### src/rtl/smfe_pkg.sv
// ----------------------------------------------------------------------------
// smfe_pkg
// Shared types, codes and constants of the freshness counter and MAC engine.
// ----------------------------------------------------------------------------
package smfe_pkg;

  localparam int unsigned MAC_BYTES = 4;
  localparam logic [31:0] MAC_MASK = (MAC_BYTES >= 4) ? 32'hFFFF_FFFF :
                                     32'((64'd1 << (8 * MAC_BYTES)) - 64'd1);

  localparam logic [63:0] GOLDEN_MUL = 64'h9E37_79B9_7F4A_7C15;

  localparam logic [15:0] WINDOW_RESET = 16'd10;

  // absorb sequence: 16 key bytes, 4 freshness bytes, then the payload byte
  localparam logic [4:0] LAST_PRE_STEP = 5'd19;
  localparam logic [4:0] DATA_STEP     = 5'd20;

  typedef enum logic [1:0] {
    REQ_AUTH   = 2'd0,
    REQ_VERIFY = 2'd1,
    REQ_SYNC   = 2'd2,
    REQ_NONE   = 2'd3
  } req_type_e;

  typedef enum logic [1:0] {
    STS_OK       = 2'd0,
    STS_MISMATCH = 2'd1,
    STS_REPLAY   = 2'd2,
    STS_WINDOW   = 2'd3
  } status_e;

  typedef enum logic [1:0] {
    CFG_KEY_HIGH = 2'd0,
    CFG_KEY_LOW  = 2'd1,
    CFG_WINDOW   = 2'd2,
    CFG_UNUSED   = 2'd3
  } cfg_index_e;

  typedef enum logic [1:0] {
    PH_LO      = 2'd0,
    PH_CROSS_A = 2'd1,
    PH_CROSS_B = 2'd2
  } mul_phase_e;

  typedef struct packed {
    logic [1:0]  req_type;
    logic [7:0]  data_byte;
    logic        has_byte;
    logic        first;
    logic        last;
    logic [31:0] msg_freshness;
    logic [31:0] received_mac;
    logic [31:0] sync_value;
  } req_t;

  typedef struct packed {
    logic [1:0]  status;
    logic        was_verify;
    logic [31:0] mac_out;
    logic [31:0] freshness_used;
  } res_t;

  typedef struct packed {
    logic [1:0]  index;
    logic [63:0] wdata;
  } cfg_t;

  typedef struct packed {
    logic       latch;
    logic       sync;
    logic       start;
    logic       absorb;
    mul_phase_e phase;
    logic [4:0] step;
    logic       finish;
  } cmd_t;

  typedef struct packed {
    logic has_byte;
    logic last;
    logic out_free;
  } sts_t;

endpackage

### src/rtl/smfe_if.sv
// ----------------------------------------------------------------------------
// smfe_if
// Valid/ready channels of the engine: request, result and configuration.
// ----------------------------------------------------------------------------
interface smfe_req_if;
  logic          valid;
  logic          ready;
  smfe_pkg::req_t data;

  modport source (output valid, output data, input ready);
  modport sink   (input valid, input data, output ready);
endinterface

interface smfe_res_if;
  logic          valid;
  logic          ready;
  smfe_pkg::res_t data;

  modport source (output valid, output data, input ready);
  modport sink   (input valid, input data, output ready);
endinterface

interface smfe_cfg_if;
  logic          valid;
  logic          ready;
  smfe_pkg::cfg_t data;

  modport source (output valid, output data, input ready);
  modport sink   (input valid, input data, output ready);
endinterface

### src/rtl/smfe_ctrl.sv
// ----------------------------------------------------------------------------
// smfe_ctrl
// Sequencer: accepts requests, steps the absorb schedule and multiply phases,
// and issues the result write.
// ----------------------------------------------------------------------------
module smfe_ctrl (
  input  logic           clk_i,
  input  logic           rst_ni,
  input  logic           req_valid_i,
  input  smfe_pkg::req_t req_data_i,
  output logic           req_ready_o,
  input  smfe_pkg::sts_t sts_i,
  output smfe_pkg::cmd_t cmd_o
);

  typedef enum logic [1:0] {
    ST_IDLE,
    ST_ABSORB,
    ST_RESULT
  } state_e;

  state_e               state_q;
  smfe_pkg::mul_phase_e phase_q;
  logic [4:0]           step_q;
  logic                 accept;
  logic                 msg_req;

  assign req_ready_o = (state_q == ST_IDLE);
  assign accept      = req_valid_i && req_ready_o;
  assign msg_req     = (req_data_i.req_type == smfe_pkg::REQ_AUTH) ||
                       (req_data_i.req_type == smfe_pkg::REQ_VERIFY);

  always_comb begin
    cmd_o        = '0;
    cmd_o.phase  = phase_q;
    cmd_o.step   = step_q;
    unique case (state_q)
      ST_IDLE: begin
        if (accept) begin
          cmd_o.latch = msg_req;
          cmd_o.start = msg_req && req_data_i.first;
          cmd_o.sync  = (req_data_i.req_type == smfe_pkg::REQ_SYNC);
        end
      end
      ST_ABSORB: cmd_o.absorb = 1'b1;
      ST_RESULT: cmd_o.finish = sts_i.out_free;
      default: ;
    endcase
  end

  always_ff @(posedge clk_i or negedge rst_ni) begin
    if (!rst_ni) begin
      state_q <= ST_IDLE;
      phase_q <= smfe_pkg::PH_LO;
      step_q  <= '0;
    end else begin
      unique case (state_q)
        ST_IDLE: begin
          if (accept && msg_req) begin
            phase_q <= smfe_pkg::PH_LO;
            if (req_data_i.first) begin
              step_q  <= '0;
              state_q <= ST_ABSORB;
            end else if (req_data_i.has_byte) begin
              step_q  <= smfe_pkg::DATA_STEP;
              state_q <= ST_ABSORB;
            end else if (req_data_i.last) begin
              state_q <= ST_RESULT;
            end
          end
        end
        ST_ABSORB: begin
          unique case (phase_q)
            smfe_pkg::PH_LO:      phase_q <= smfe_pkg::PH_CROSS_A;
            smfe_pkg::PH_CROSS_A: phase_q <= smfe_pkg::PH_CROSS_B;
            default: begin
              phase_q <= smfe_pkg::PH_LO;
              if (step_q == smfe_pkg::DATA_STEP) begin
                state_q <= sts_i.last ? ST_RESULT : ST_IDLE;
              end else if (step_q == smfe_pkg::LAST_PRE_STEP) begin
                if (sts_i.has_byte) begin
                  step_q <= smfe_pkg::DATA_STEP;
                end else begin
                  state_q <= sts_i.last ? ST_RESULT : ST_IDLE;
                end
              end else begin
                step_q <= step_q + 5'd1;
              end
            end
          endcase
        end
        ST_RESULT: begin
          if (sts_i.out_free) begin
            state_q <= ST_IDLE;
          end
        end
        default: state_q <= ST_IDLE;
      endcase
    end
  end

endmodule

### src/rtl/smfe_datapath.sv
// ----------------------------------------------------------------------------
// smfe_datapath
// Key and window registers, counters, hash with a shared 32x32 multiplier,
// verify checks and the result register.
// ----------------------------------------------------------------------------
module smfe_datapath (
  input  logic           clk_i,
  input  logic           rst_ni,
  input  logic           cfg_valid_i,
  input  smfe_pkg::cfg_t cfg_data_i,
  input  smfe_pkg::req_t req_data_i,
  input  smfe_pkg::cmd_t cmd_i,
  output smfe_pkg::sts_t sts_o,
  input  logic           res_ready_i,
  output logic           res_valid_o,
  output smfe_pkg::res_t res_data_o
);

  logic [63:0] key_high_q;
  logic [63:0] key_low_q;
  logic [15:0] window_q;
  logic [63:0] hash_q, hash_d;
  logic [31:0] tx_q, tx_d;
  logic [31:0] rx_q, rx_d;
  logic [31:0] fresh_q, fresh_d;
  logic        mode_q, mode_d;
  logic [63:0] x_q, x_d;
  logic [63:0] prod_q, prod_d;
  logic [7:0]  byte_q;
  logic        has_q;
  logic        last_q;
  logic [31:0] rmac_q;
  logic        res_valid_q, res_valid_d;
  smfe_pkg::res_t res_q, res_d;

  logic [159:0] pre_bytes;
  logic [7:0]   pre_idx;
  logic [7:0]   absorb_byte;
  logic [63:0]  x_comb;
  logic [31:0]  mul_a, mul_b;
  logic [63:0]  mul_p;
  logic [31:0]  hi_new;
  logic [31:0]  mac;
  logic [31:0]  limit;
  logic [31:0]  tx_inc;

  assign pre_bytes   = {key_high_q, key_low_q, fresh_q};
  assign pre_idx     = 8'd159 - {cmd_i.step, 3'b000};
  assign absorb_byte = (cmd_i.step == smfe_pkg::DATA_STEP) ? byte_q : pre_bytes[pre_idx -: 8];
  assign x_comb      = hash_q ^ {56'd0, absorb_byte};

  always_comb begin
    unique case (cmd_i.phase)
      smfe_pkg::PH_LO: begin
        mul_a = x_comb[31:0];
        mul_b = smfe_pkg::GOLDEN_MUL[31:0];
      end
      smfe_pkg::PH_CROSS_A: begin
        mul_a = x_q[31:0];
        mul_b = smfe_pkg::GOLDEN_MUL[63:32];
      end
      default: begin
        mul_a = x_q[63:32];
        mul_b = smfe_pkg::GOLDEN_MUL[31:0];
      end
    endcase
  end

  assign mul_p  = mul_a * mul_b;
  assign hi_new = prod_q[63:32] + mul_p[31:0];
  assign mac    = hash_q[31:0] & smfe_pkg::MAC_MASK;
  assign limit  = rx_q + {16'd0, window_q};
  assign tx_inc = tx_q + 32'd1;

  always_comb begin
    hash_d      = hash_q;
    tx_d        = tx_q;
    rx_d        = rx_q;
    fresh_d     = fresh_q;
    mode_d      = mode_q;
    x_d         = x_q;
    prod_d      = prod_q;
    res_d       = res_q;
    res_valid_d = res_valid_q && !res_ready_i;

    if (cmd_i.sync) begin
      tx_d = req_data_i.sync_value;
      rx_d = req_data_i.sync_value;
    end

    if (cmd_i.start) begin
      mode_d = req_data_i.req_type[0];
      hash_d = '0;
      if (req_data_i.req_type == smfe_pkg::REQ_AUTH) begin
        tx_d    = tx_inc;
        fresh_d = tx_inc;
      end else begin
        fresh_d = req_data_i.msg_freshness;
      end
    end

    if (cmd_i.absorb) begin
      unique case (cmd_i.phase)
        smfe_pkg::PH_LO: begin
          x_d    = x_comb;
          prod_d = mul_p;
        end
        smfe_pkg::PH_CROSS_A: begin
          prod_d = {hi_new, prod_q[31:0]};
        end
        default: begin
          hash_d = {hi_new, prod_q[31:0] ^ hi_new};
        end
      endcase
    end

    if (cmd_i.finish) begin
      res_valid_d          = 1'b1;
      res_d.was_verify     = mode_q;
      res_d.mac_out        = mac;
      res_d.freshness_used = fresh_q;
      res_d.status         = smfe_pkg::STS_OK;
      if (mode_q) begin
        if (fresh_q <= rx_q) begin
          res_d.status = smfe_pkg::STS_REPLAY;
        end else if (fresh_q > limit) begin
          res_d.status = smfe_pkg::STS_WINDOW;
        end else if ((rmac_q & smfe_pkg::MAC_MASK) != mac) begin
          res_d.status = smfe_pkg::STS_MISMATCH;
        end else begin
          rx_d = fresh_q;
        end
      end
    end
  end

  always_ff @(posedge clk_i or negedge rst_ni) begin
    if (!rst_ni) begin
      key_high_q  <= '0;
      key_low_q   <= '0;
      window_q    <= smfe_pkg::WINDOW_RESET;
      hash_q      <= '0;
      tx_q        <= '0;
      rx_q        <= '0;
      fresh_q     <= '0;
      mode_q      <= 1'b0;
      res_valid_q <= 1'b0;
    end else begin
      if (cfg_valid_i) begin
        unique case (cfg_data_i.index)
          smfe_pkg::CFG_KEY_HIGH: key_high_q <= cfg_data_i.wdata;
          smfe_pkg::CFG_KEY_LOW:  key_low_q  <= cfg_data_i.wdata;
          smfe_pkg::CFG_WINDOW:   window_q   <= cfg_data_i.wdata[15:0];
          default: ;
        endcase
      end
      hash_q      <= hash_d;
      tx_q        <= tx_d;
      rx_q        <= rx_d;
      fresh_q     <= fresh_d;
      mode_q      <= mode_d;
      res_valid_q <= res_valid_d;
    end
  end

  always_ff @(posedge clk_i) begin
    x_q    <= x_d;
    prod_q <= prod_d;
    res_q  <= res_d;
    if (cmd_i.latch) begin
      byte_q <= req_data_i.data_byte;
      has_q  <= req_data_i.has_byte;
      last_q <= req_data_i.last;
      rmac_q <= req_data_i.received_mac;
    end
  end

  assign sts_o.has_byte = has_q;
  assign sts_o.last     = last_q;
  assign sts_o.out_free = !res_valid_q || res_ready_i;
  assign res_valid_o    = res_valid_q;
  assign res_data_o     = res_q;

endmodule

### src/rtl/secoc_mac_freshness_engine_top.sv
// ----------------------------------------------------------------------------
// secoc_mac_freshness_engine_top
// Freshness counter and truncated MAC engine for transmit authentication and
// receive verification.
// ----------------------------------------------------------------------------
// One request transaction is taken at a time. Each absorbed byte passes
// through three phases on the single shared 32x32 multiplier (low product,
// then the two cross products). A first item absorbs 16 key bytes and 4
// freshness bytes before its payload byte, if it has one. A later item
// absorbs only its payload byte, if it has one. A last item then writes the
// result register, which waits while an earlier result is still held. Sync
// and unused request codes do not enter the absorb sequence. Configuration
// transactions are always accepted.
module secoc_mac_freshness_engine_top (
  input  logic             clk_i,
  input  logic             rst_ni,
  smfe_req_if.sink         req_i,
  smfe_res_if.source       res_o,
  smfe_cfg_if.sink         cfg_i
);

  smfe_pkg::cmd_t cmd;
  smfe_pkg::sts_t sts;
  logic           req_ready;

  assign req_i.ready = req_ready;
  assign cfg_i.ready = 1'b1;

  smfe_ctrl u_ctrl (
    .clk_i       (clk_i),
    .rst_ni      (rst_ni),
    .req_valid_i (req_i.valid),
    .req_data_i  (req_i.data),
    .req_ready_o (req_ready),
    .sts_i       (sts),
    .cmd_o       (cmd)
  );

  smfe_datapath u_datapath (
    .clk_i       (clk_i),
    .rst_ni      (rst_ni),
    .cfg_valid_i (cfg_i.valid),
    .cfg_data_i  (cfg_i.data),
    .req_data_i  (req_i.data),
    .cmd_i       (cmd),
    .sts_o       (sts),
    .res_ready_i (res_o.ready),
    .res_valid_o (res_o.valid),
    .res_data_o  (res_o.data)
  );

endmodule
### src/flat_wrapper.sv
// flat-port wrapper written by rule: the top's interface ports become plain ports
module secoc_mac_freshness_engine_top_flat 
  (clk_i, rst_ni, req_i_valid, req_i_data, req_i_ready, res_o_valid, res_o_data, res_o_ready, cfg_i_valid, cfg_i_data, cfg_i_ready);
  smfe_req_if req_i_i ();
  smfe_res_if res_o_i ();
  smfe_cfg_if cfg_i_i ();
  input  logic clk_i;
  input  logic rst_ni;
  input wire logic [$bits(req_i_i.valid)-1:0] req_i_valid;
  input wire logic [$bits(req_i_i.data)-1:0] req_i_data;
  output wire logic [$bits(req_i_i.ready)-1:0] req_i_ready;
  output wire logic [$bits(res_o_i.valid)-1:0] res_o_valid;
  output wire logic [$bits(res_o_i.data)-1:0] res_o_data;
  input wire logic [$bits(res_o_i.ready)-1:0] res_o_ready;
  input wire logic [$bits(cfg_i_i.valid)-1:0] cfg_i_valid;
  input wire logic [$bits(cfg_i_i.data)-1:0] cfg_i_data;
  output wire logic [$bits(cfg_i_i.ready)-1:0] cfg_i_ready;
  assign req_i_i.valid = req_i_valid;
  assign req_i_i.data = req_i_data;
  assign req_i_ready = req_i_i.ready;
  assign res_o_valid = res_o_i.valid;
  assign res_o_data = res_o_i.data;
  assign res_o_i.ready = res_o_ready;
  assign cfg_i_i.valid = cfg_i_valid;
  assign cfg_i_i.data = cfg_i_data;
  assign cfg_i_ready = cfg_i_i.ready;
  secoc_mac_freshness_engine_top u_core (.clk_i(clk_i), .rst_ni(rst_ni), .req_i(req_i_i), .res_o(res_o_i), .cfg_i(cfg_i_i));
endmodule
### config.mk
export PLATFORM = sky130hd
export DESIGN_NAME = secoc_mac_freshness_engine_top_flat
export DESIGN_NICKNAME = d
export VERILOG_FILES = /design/src/rtl/smfe_pkg.sv /design/src/rtl/smfe_if.sv /design/src/rtl/smfe_ctrl.sv /design/src/rtl/smfe_datapath.sv /design/src/rtl/secoc_mac_freshness_engine_top.sv /design/src/flat_wrapper.sv
export SDC_FILE = /design/constraint.sdc
export NUM_CORES = 2
export LEC_CHECK = 0
export ABC_CLOCK_PERIOD_IN_PS = 10740
export BUFFER_PORTS_ARGS = -buffer_cell sky130_fd_sc_hd__buf_2
export CORE_ASPECT_RATIO = 0.5
export CORE_MARGIN = 2
export CORE_UTILIZATION = 58
export CTS_CLUSTER_SIZE = 10
export DETAILED_ROUTE_END_ITERATION = 6
export GPL_ROUTABILITY_DRIVEN = 0
export PLACE_DENSITY = 0.79
export SLEW_MARGIN = 10
export SYNTH_ARGS = -nofsm -noshare
export SYNTH_HDL_FRONTEND = slang
export SYNTH_HIERARCHICAL = 1
export SYNTH_SLANG_ARGS = --single-unit
export TNS_END_PERCENT = 50
### constraint.sdc
create_clock -name clk_i -period 10.74 [get_ports clk_i]
set_input_delay 1.074 -clock clk_i [delete_from_list [all_inputs] [get_ports clk_i]]
set_output_delay 1.074 -clock clk_i [all_outputs]
set_load 0.005 [all_outputs]
==> results.md <==
- The flow ran to the end, but the final reports show violations.
- The checks that failed: design-rule violations.
- The cell count after synthesis came out at 4894.
- In the layout the commonest cells are 858 x inv_1, 618 x fa_1, 574 x ha_1.
- The number of nets in the layout is 6571.
- The tightest hold path in the finished design has a slack of 0.4459 ns.
- The master of the slowest instance on the critical path is fa_1.
- Relative to the synthesized area, the layout overhead comes to 10.61%.
- The startpoint class of the critical path is a flip-flop.
- The pre-antenna-repair detailed-routing pass consisted of 7 iterations.
- The clock root buffer is clkbuf_16.
- Entering global routing, the biggest net connects 106 pins.
- Dividing the final minimum period by the clock period gives 0.9682.
- Leaving out fill and tap cells, the most frequent cell in the layout is inv_1.
- The worst relative slew slack is 0.2329.
- For the worst setup path, the data arrival time is 10.71 ns.
- The via count of the first global-routing pass was 41.53k.
- Of all nets on the critical path, the largest fanout is 15.
- The cell area that synthesis handed to floorplanning was 52930 µm².
- The die covers 93830 µm².
- A synthesized cell averages 10.81 µm².
- The quantity of hold-fixing buffers added after cts is 0.
- The largest incremental delay on the critical path is 0.57 ns.
- The number of sinks on the clock net is 552.
- The fmax is 96.17 MHz.
- Among the stages of the critical path, the cell type that occurs most often is fa_1.
- CTS built an H-tree with a depth of 3.
- On the final layout, the worst clock skew is 0.03697 ns.
- The region available for standard cell placement spans 90570 µm².
- The type of destination of the critical path is a flip-flop.
- The site row count is 78.
- In the final layout, the share of cells above drive strength 1 is 0.1570.
- Of the synthesized area, sequential elements account for 0.2834.
- Together, buffers and inverters on the worst path number 10.
- The via count normalized by instance count is 6.163.
- The later-pin clock latency in the skew report is 0.62 ns.
- The clock tree from TritonCTS is yes.
- Setup violations remaining at the end of the flow were counted as 0.
- The number of max-capacitance violations reported is 0.
- The data required time of the worst path is 11.06 ns.
- The category of the critical setup timing path is reg2reg.
- In this run, CTS created clock tree buffers numbering 66.
- The family with the most delay on the worst path is adder cells.
- Once detail routing completed, the nets flagged for antenna violations numbered 0.
- After synthesis the netlist holds a flip-flop and latch count of 552.
- The routed layout has 39.71k vias.
- The number of buffers inserted by port buffering is 248.
- The final layout contains routed wiring with a total length of 163.5 mm.
- The path category of the worst min-delay check is in2async.
- The transition at the pin with the smallest max-transition slack is 1.148 ns.
- Global routing finished with a remaining overflow of 0.
- After detailed routing, the average wire length per cell comes to 25.37 µm.
- The count of final hold-check violations is 0.
- The wire length of the first global-routing pass is 248.9 mm.
- The height of the die is 217.6 µm.
- In this run, the number of DRC markers left after iteration 0 of detailed routing was 4508.
- The register clock-pin slew on the reported worst setup and hold paths is 0.06 ns.
- The horizontal extent of the die is 431.2 µm.
- After synthesis, the netlist uses 91 different library cells.
- The DRC violation count after routing is 8.
- The max-slew violation count is 0.
- The number of antenna violations at the first check in global routing is 2.
- The number of I/O pins is 250.
- In this run, synthesis inferred 237 flip-flops with an integrated enable.
- The fraction of registers with async set or reset after synthesis is 0.5707.
- During synthesis, Yosys emitted a total of 6 warnings.
- The global router's overall resource usage is 0.3526.
- The clock passes through at most 3 buffers.
- For this configuration, the core starts out at a cell density of 0.5844.
- The estimated wirelength of the detail-placed design is 132.5 mm.
- The most frequently used flop master after synthesis is dfrtp_1.
- The shortest clock period the worst path allows after layout is 10.40 ns.
worst paths after layout:
kind	startpoint	endpoint	slack, ns	depth (start not counted)
worst max-delay path	u_core/u_ctrl/step_q[0]	u_core/u_datapath/prod_q[49]	0.34	36
worst min-delay path	rst_ni	u_core/u_datapath/rx_q[9]	0.45	1
worst max register to register	u_core/u_ctrl/step_q[0]	u_core/u_datapath/prod_q[49]	0.34	36
worst min register to register	u_core/u_datapath/hash_q[40]	u_core/u_datapath/x_q[40]	0.45	0
max in group asynchronous	rst_ni	u_core/u_datapath/key_low_q[63]	8.68	2
min in group clk_i	u_core/u_datapath/hash_q[40]	u_core/u_datapath/x_q[40]	0.45	0
registers in the layout (all words and copies together), names as in the netlist, 2 cells and up:
signal and count:
u_core/u_datapath/fresh_q 32, u_core/u_datapath/tx_q 32, u_core/u_datapath/hash_q 64, u_core/u_datapath/rmac_q 32
u_core/u_ctrl/phase_q 2, u_core/u_datapath/res_data_o 67, u_core/u_ctrl/step_q 5, u_core/u_datapath/window_q 16
u_core/u_datapath/prod_q 64, u_core/u_datapath/key_high_q 64, u_core/u_ctrl/state_q 2, u_core/u_datapath/x_q 64
u_core/u_datapath/rx_q 32, u_core/u_datapath/key_low_q 64, u_core/u_datapath/byte_q 8
cells in the mapped netlist (9+ instances only):
library cell    n  share of area
a211o_1        11         0.0018
a211oi_1       11         0.0016
a21boi_0       12         0.0017
a21o_1         70         0.0099
a21oi_1       198          0.019
a31oi_1        15         0.0018
and2_1         43         0.0051
and3_1         28         0.0033
and4_1          9         0.0015
buf_1          11        0.00078
buf_2          11         0.0010
clkbuf_1      179          0.013
dfrtp_1       313           0.15
edfxtp_1      237           0.13
fa_1          620           0.23
ha_1          579           0.14
inv_1         860          0.061
mux2_2        193          0.041
mux2i_1        72          0.014
mux4_2         45          0.019
nand2_1       373          0.026
nand2b_1       19         0.0022
nand3_1        53         0.0050
nand3b_1       67         0.0095
nand4_1        39         0.0046
nor2_1        166          0.012
nor2b_1        24         0.0028
nor3_1         22         0.0021
nor4_1         11         0.0013
o21a_1         26         0.0037
o21ai_0       190          0.018
o21bai_1       21         0.0030
o31ai_1        10         0.0014
xnor2_1       151          0.025
xor2_1         71          0.012
layer usage:
metal / vias to the layer above / global-route usage / share of wire
met5: - / 0 / 0
met4: 0 / 0.1831 / 0.064
met3: 624 / 0.1059 / 0.12
met2: 2627 / 0.5443 / 0.45
met1: 19718 / 0.4529 / 0.37
li1: 16740 / - / -
cell type report:
| cell class | instances | area, µm² |
|---|---|---|
| timing repair buffer | 414 | 2525 |
| multi-input combinational | 3297 | 34280 |
| sequential | 552 | 15010 |
| clock buffer | 109 | 1864 |
| antenna | 2 | 5.005 |
| clock inverter | 8 | 131.4 |
| tap | 1200 | 1501 |
| fill | 6681 | 32020 |
| inverter | 861 | 3232 |
cell families after synthesis:
family,Yosys count,synth area share
buffers and inverters,1072,0.07699
other,3,0.0002127
adders and majority gates,1199,0.3714
xor gates and xnor gates,223,0.03704
DFF,552,0.2834
and+or+nand+nor,886,0.08063
muxes,310,0.07383
AOI/OAI and AO/OA,649,0.07647
through the flow:
step,utilization,area (µm²),worst slack (ns),instances,TNS (ns)
after CTS,0.6417,58120,0.01052,6419,0
final,0.6464,58540,0.3418,6443,0
after detailed placement,0.6194,56100,-0.1289,6301,-0.1595
after global placement,0.6194,56100,0.2176,6301,0
after global routing,0.6464,58540,-0.07551,6442,-0.1755
after floorplan,-,53030,0.1097,4921,0
timing repair:
item | 4_1_cts | 5_1_grt
pin swaps | 1 | 19
endpoints found under the hold margin | 0 | 0
setup buffers | 1 | 22
gates resized for setup | 3 | 64
setup endpoints to repair | 2 | 39
Power is left out: the tool's default activity adds up to more than one toggle a clock period on the data nets, which glitch-free logic cannot reach.
